**config.mk**
```make
export PLATFORM = sky130hd
export DESIGN_NAME = ef3_out_queue
export DESIGN_NICKNAME = d
export VERILOG_FILES = /design/src/rtl/core/ef3_pkg.sv /design/src/rtl/core/ef3_out_queue.sv
export SDC_FILE = /design/constraint.sdc
export NUM_CORES = 1
export LEC_CHECK = 0
export ABC_CLOCK_PERIOD_IN_PS = 3800
export BUFFER_PORTS_ARGS = -buffer_cell sky130_fd_sc_hd__buf_2
export CAP_MARGIN = 20
export CORE_ASPECT_RATIO = 2
export CORE_UTILIZATION = 60
export DETAILED_ROUTE_END_ITERATION = 7
export HOLD_SLACK_MARGIN = 0.12
export PLACE_DENSITY = 0.84
export SYNTH_ARGS = -nofsm -noshare
export SYNTH_HDL_FRONTEND = slang
export SYNTH_SLANG_ARGS = --single-unit
```
**constraint.sdc**
```tcl
create_clock -name i_clk -period 3.8 [get_ports i_clk]
set_input_delay 0.57 -clock i_clk [delete_from_list [all_inputs] [get_ports i_clk]]
set_output_delay 0.57 -clock i_clk [all_outputs]
set_load 0.005 [all_outputs]
```
**src/rtl/core/ef3_pkg.sv**
```systemverilog
`timescale 1ns / 1ps
package ef3_pkg;

    localparam int PIX_W     = 8;
    localparam int MAG_W     = 11;
    localparam int CFG_W     = 10;
    localparam int CFG_IDX_W = 2;
    localparam int KSEL_W    = 3;
    localparam int WT_W      = 5;
    localparam int SUM_W     = 14;
    localparam int DIM_MIN   = 3;
    localparam int DIM_RST   = 512;
    // result queue depth, power of two so the pointers wrap by themselves
    localparam int OQ_DEPTH  = 8;

    localparam logic [CFG_IDX_W-1:0] CFG_IDX_WIDTH  = 2'd0;
    localparam logic [CFG_IDX_W-1:0] CFG_IDX_HEIGHT = 2'd1;
    localparam logic [CFG_IDX_W-1:0] CFG_IDX_KSEL   = 2'd2;

    localparam logic [KSEL_W-1:0] KSEL_SOBEL_H   = 3'd0;
    localparam logic [KSEL_W-1:0] KSEL_SOBEL_V   = 3'd1;
    localparam logic [KSEL_W-1:0] KSEL_PREWITT_H = 3'd2;
    localparam logic [KSEL_W-1:0] KSEL_PREWITT_V = 3'd3;
    localparam logic [KSEL_W-1:0] KSEL_LAPLACE   = 3'd4;

    // kernels, row-major, row 0 on top, column 0 the oldest
    localparam logic signed [WT_W-1:0] K_SOBEL_H [9] = '{
        5'sd1, 5'sd2, 5'sd1, 5'sd0, 5'sd0, 5'sd0, -5'sd1, -5'sd2, -5'sd1};
    localparam logic signed [WT_W-1:0] K_SOBEL_V [9] = '{
        -5'sd1, 5'sd0, 5'sd1, -5'sd2, 5'sd0, 5'sd2, -5'sd1, 5'sd0, 5'sd1};
    localparam logic signed [WT_W-1:0] K_PREWITT_H [9] = '{
        5'sd1, 5'sd1, 5'sd1, 5'sd0, 5'sd0, 5'sd0, -5'sd1, -5'sd1, -5'sd1};
    localparam logic signed [WT_W-1:0] K_PREWITT_V [9] = '{
        -5'sd1, 5'sd0, 5'sd1, -5'sd1, 5'sd0, 5'sd1, -5'sd1, 5'sd0, 5'sd1};
    localparam logic signed [WT_W-1:0] K_LAPLACE [9] = '{
        -5'sd1, -5'sd1, -5'sd1, -5'sd1, 5'sd8, -5'sd1, -5'sd1, -5'sd1, -5'sd1};

    // unused codes fall back to the laplacian
    function automatic logic signed [WT_W-1:0] kernel_weight(
        input logic [KSEL_W-1:0] ksel,
        input logic [3:0]        idx
    );
        logic signed [WT_W-1:0] w;
        unique case (ksel)
            KSEL_SOBEL_H:   w = K_SOBEL_H[idx];
            KSEL_SOBEL_V:   w = K_SOBEL_V[idx];
            KSEL_PREWITT_H: w = K_PREWITT_H[idx];
            KSEL_PREWITT_V: w = K_PREWITT_V[idx];
            default:        w = K_LAPLACE[idx];
        endcase
        return w;
    endfunction

    // per-item control that rides along the pipeline
    typedef struct packed {
        logic col0;       // first column: window history is zero
        logic has_top;    // row two above lies inside the image
        logic has_mid;    // row one above lies inside the image
        logic res0;       // result for the left neighbor of the new column
        logic res1;       // extra result for the right image column
        logic frame_end;  // padding row: extra result closes the frame
    } t_item_flags;

    // one queue entry holds the one or two results of one item
    typedef struct packed {
        logic             two;
        logic [MAG_W-1:0] mag0;
        logic             fe0;
        logic [MAG_W-1:0] mag1;
        logic             fe1;
    } t_oq_entry;

endpackage

```
**src/rtl/core/ef3_out_queue.sv**
```systemverilog
`timescale 1ns / 1ps
module ef3_out_queue
    import ef3_pkg::*;
(
    input  logic             i_clk,
    input  logic             i_rst_n,
    input  logic             i_push,
    input  t_oq_entry        i_entry,
    output logic             o_valid,
    input  logic             i_ready,
    output logic [MAG_W-1:0] o_magnitude,
    output logic             o_frame_end,
    output logic             o_pop
);

    localparam int PTR_W = $clog2(OQ_DEPTH);
    localparam int CNT_W = $clog2(OQ_DEPTH + 1);

    t_oq_entry        r_mem [OQ_DEPTH];
    logic [PTR_W-1:0] r_wr_ptr;
    logic [PTR_W-1:0] r_rd_ptr;
    logic [CNT_W-1:0] r_count;
    logic             r_half;   // second result of the head entry is up

    t_oq_entry        head;
    logic             xfer;
    logic [CNT_W-1:0] n_count;

    assign head        = r_mem[r_rd_ptr];
    assign o_valid     = (r_count != '0);
    assign o_magnitude = r_half ? head.mag1 : head.mag0;
    assign o_frame_end = r_half ? head.fe1 : head.fe0;
    assign xfer        = o_valid & i_ready;
    assign o_pop       = xfer & (r_half | ~head.two);

    always_comb begin
        n_count = r_count;
        if (i_push && !o_pop) begin
            n_count = r_count + CNT_W'(1);
        end else if (!i_push && o_pop) begin
            n_count = r_count - CNT_W'(1);
        end
    end

    always_ff @(posedge i_clk) begin
        if (i_push) begin
            r_mem[r_wr_ptr] <= i_entry;
        end
    end

    always_ff @(posedge i_clk) begin
        if (!i_rst_n) begin
            r_wr_ptr <= '0;
            r_rd_ptr <= '0;
            r_count  <= '0;
            r_half   <= 1'b0;
        end else begin
            if (i_push) begin
                r_wr_ptr <= r_wr_ptr + PTR_W'(1);
            end
            if (o_pop) begin
                r_rd_ptr <= r_rd_ptr + PTR_W'(1);
                r_half   <= 1'b0;
            end else if (xfer) begin
                r_half   <= 1'b1;
            end
            r_count <= n_count;
        end
    end

endmodule

```
==> summary.txt <==
Run status
  • Status: finished, final reports clean

Route
  • WL final: between 15 and 20 mm
  • Final ANT Viol Nets: 0
  • WL/cell: 26.42 um
  • Routed met1 length: roughly 5.3 mm
  • DRT Pass-1 Iters: 4
  • Routed wl met2: 8.891 mm
  • Iter 0 DRT Violations: ~240
  • Vias per cell: 6.397
  • Top Layer Used: met4
  • WL met3: 1.190 mm
  • Post-route DRC: 0
  • Routed vias: 3832

Synthesis
  • Synth cell types: 37
  • Synth Area in Adders: 0.9973%
  • #FFs+latches synth: 214
  • Syn nets: 405
  • Largest family of logic cells by synthesized area: multiplexers
  • Gate count of the mapped netlist: 370
  • Netlist Area Pre-Place: between 8000 and 9000 um2
  • Synth Area in Compound Gates: 1.224%
  • Mean post-synth cell area: 22.38 um2
  • Register area share after synthesis: roughly 76%
  • Ys Warns: 0
  • Post-Synth XOR/XNOR Area: 0.4231%
  • Mux share of post-synthesis cell area: 17.32%
  • Synth Area in Simple Gates: 2.886%

Timing
  • Slew headroom: 62.73%
  • Fin. Hold Viols: 0
  • Actual slew at the worst max-slew pin: 0.5591 ns
  • RSZ-0062 raised after global routing: no
  • Crit path time final: approximately 3.3 ns
  • Fmax: a little over 300 MHz
  • Final hold slack: 0.3582 ns
  • Final period util: 86.42%
  • Setup TNS: 0 ns
  • Slew Viols, Final: 0
  • Final Worst Setup Slack: slightly above 0.5 ns
  • Count of final setup violators: 0
  • Clk_skew: approximately 0.0060 ns

Critical path
  • Crit path buffers/inverters: 2
  • Worst path slowest cell: dfxtp_4
  • Most frequent CP cell: mux4_2
  • R2r setup slk: 0.64 ns
  • Worst-path cell chain: buf_4 > mux4_2 > mux4_2 > buf_2
  • Startpoint Class: flip-flop
  • Critical Path AT: about 2.7 ns
  • Setup crit end kind: primary output
  • Crit path max-delay family: multiplexers
  • Critical Path RT: 3.23 ns
  • Critical path depth: 4
  • Setup crit end: o_magnitude[3]
  • WS Path Type: reg2out
  • CP max stage delay: 0.59 ns
  • Worst r2r path cells: 11
  • Reg-to-Reg End: r_count[3]
  • Worst Path Max Fanout: 19

Placement
  • Dpl ws: between 0.6 and 0.7 ns
  • Placed Area: 8736 um2
  • DP HPWL: 8.798 mm
  • Post-placement cell count: roughly 570
  • IO buf count: 42
  • Gpl congestion: approximately 0.73

Worst hold path
  • Hold Crit Class: in2reg
  • Hold Path Stages: 1

Layout
  • Area growth from synthesis to layout: 12.31%
  • Leading cell type in the layout, fill and taps excluded: edfxtp_1
  • Final Core Density: 69.21%
  • Commonest non-fill, non-tap cells in the layout: 200 x edfxtp_1, 61 x mux4_2, 42 x buf_2
  • Share of cells above drive strength 1: 34.84%
  • Fin cells: 599
  • Final Instance Area: 9300 um2
  • Nets: 465

Pwr
  • Leakage: 3.005 nW
  • P_int: about 4.3 mW
  • VDD IR max: 0.4353 mV
  • Comb pwr share: 20.6%
  • Sw frac: around a quarter
  • Flop pwr share: 49.0%
  • P per Cell Area: 616.2 nW/um2
  • Design Power: 5.731 mW
  • Clock power frac: 30.5%
  • Switching power: 1.404 mW

Clocking
  • CTS root buf: clkbuf_16
  • Num CTS Buffers: 18
  • CTS tree: yes
  • Clock Sink Count: 214
  • Max clock buf depth: 3
  • Post-CTS setup repair buffer count: 0
  • H-tree depth: 1
  • CTS resizes: 0
  • Hold Buf Count CTS: 0
  • Clk_lat worst skew: 0.48 ns
  • CTS clock-pin slew for the worst setup and hold paths: 0.07 ns

Global routing
  • Number of global-route vias before repair: 4250
  • Overflow left after global routing: 0
  • Largest net degree at the start of global routing: 26
  • Initial antenna violation count: 2
  • First-pass GRT wire length: about 25 mm
  • Total track usage: 24.05%

Floorplan
  • Num rows: 60
  • Die ar.: 14300 um2
  • Starting Density: 61.62%
  • Io pins: 43
  • Die Wd: around 85 um
  • Die Y: 168.1 um
  • Core area: between 10000 and 15000 um2

Run
  • Max cap viols: 0
worst min path at each step:
stage	startpoint	to	slack [ns]
final	i_entry[11]	r_mem[4][11]	0.36
after global routing	i_entry[11]	r_mem[4][11]	0.35
after CTS	i_entry[11]	r_mem[3][11]	0.34
after detailed placement	r_count[3]	r_count[3]	0.52
after global placement	r_count[3]	r_count[3]	0.49
after floorplan	r_count[3]	r_count[3]	0.47
flip-flops by register name (all words and copies together) (netlist names), named ones only:
| name | count |
|---|---|
| r_wr_ptr | 3 |
| r_rd_ptr | 3 |
| r_count | 4 |
| r_half | 1 |
| r_mem | 200 |
power groups by stage:
stage | clock network [mW] | registers, mW | logic (mW)
after floorplan | 0 | 2.77 | 0.947
after global placement | 0 | 2.85 | 1.15
after detailed placement | 0 | 2.86 | 1.18
after CTS | 1.79 | 2.81 | 1.20
after global routing | 1.87 | 2.82 | 1.28
final | 1.75 | 2.81 | 1.18
synth_stat cells:
cell      number  share of area, %
buf_4          1             0.091
nor2b_1        3              0.23
nand4_1        3              0.23
clkbuf_1       6              0.27
inv_1          3              0.14
buf_2          7              0.42
a21boi_0       1             0.091
nor3b_1        1             0.091
mux2i_1        6              0.73
nand2b_1       5              0.38
or2_1          1             0.076
o41a_1         1              0.14
a21o_1         1             0.091
a311o_1        1              0.12
o41ai_1        1              0.11
buf_1          1             0.045
mux4_2        61                17
xnor2_1        3              0.32
nor2_1        11              0.50
a221oi_2       1              0.18
nand3_1        3              0.18
nand4b_1       1              0.11
buf_6          2              0.27
a211o_1        1              0.11
edfxtp_1     200                73
nor3_1         2              0.12
ha_1           5              0.76
or4_1          1             0.091
a21oi_1        2              0.12
and3_1         1             0.076
o21ai_0        3              0.18
and2_1         6              0.45
nand2_1        8              0.36
o211ai_1       1             0.091
dfxtp_1       14               3.4
xor2_1         1              0.11
fa_1           1              0.24
cell type report:
| cell class | instances | area, um2 |
|---|---|---|
| Antenna cell | 2 | 5.005 |
| Tap cell | 155 | 193.9 |
| Clock inverter | 12 | 80.08 |
| Clock buffer | 20 | 479.2 |
| Fill cell | 796 | 4138 |
| Timing Repair Buffer | 57 | 322.8 |
| Sequential cell | 214 | 6291 |
| Multi-Input combinational cell | 136 | 1917 |
| Inverter | 3 | 11.26 |
metal layers:
metal  global-route usage (%)  up-vias
li1                         -     1667
met1                    29.30     1952
met2                    42.18      181
met3                    3.186       32
met4                    11.72        0
met5                        0        -
worst reg2reg max path, stage by stage, from the launching register on:
cell and delay (ns):
dfxtp_4 0.59, mux4_2 0.58, or2_1 0.30, a21oi_1 0.20, inv_1 0.07, ha_1 0.20
inv_1 0.13, ha_1 0.25, a21o_1 0.18, a21oi_1 0.17, mux2i_1 0.23, mux2i_1 0.20
cell families after synthesis:
logic type      Yosys count
fa+ha+maj                 6
simple gates             46
buf+inv                  20
flops                   214
mux                      67
compound gates           13
xor+xnor                  4
(Power assumes the default switching activity.)
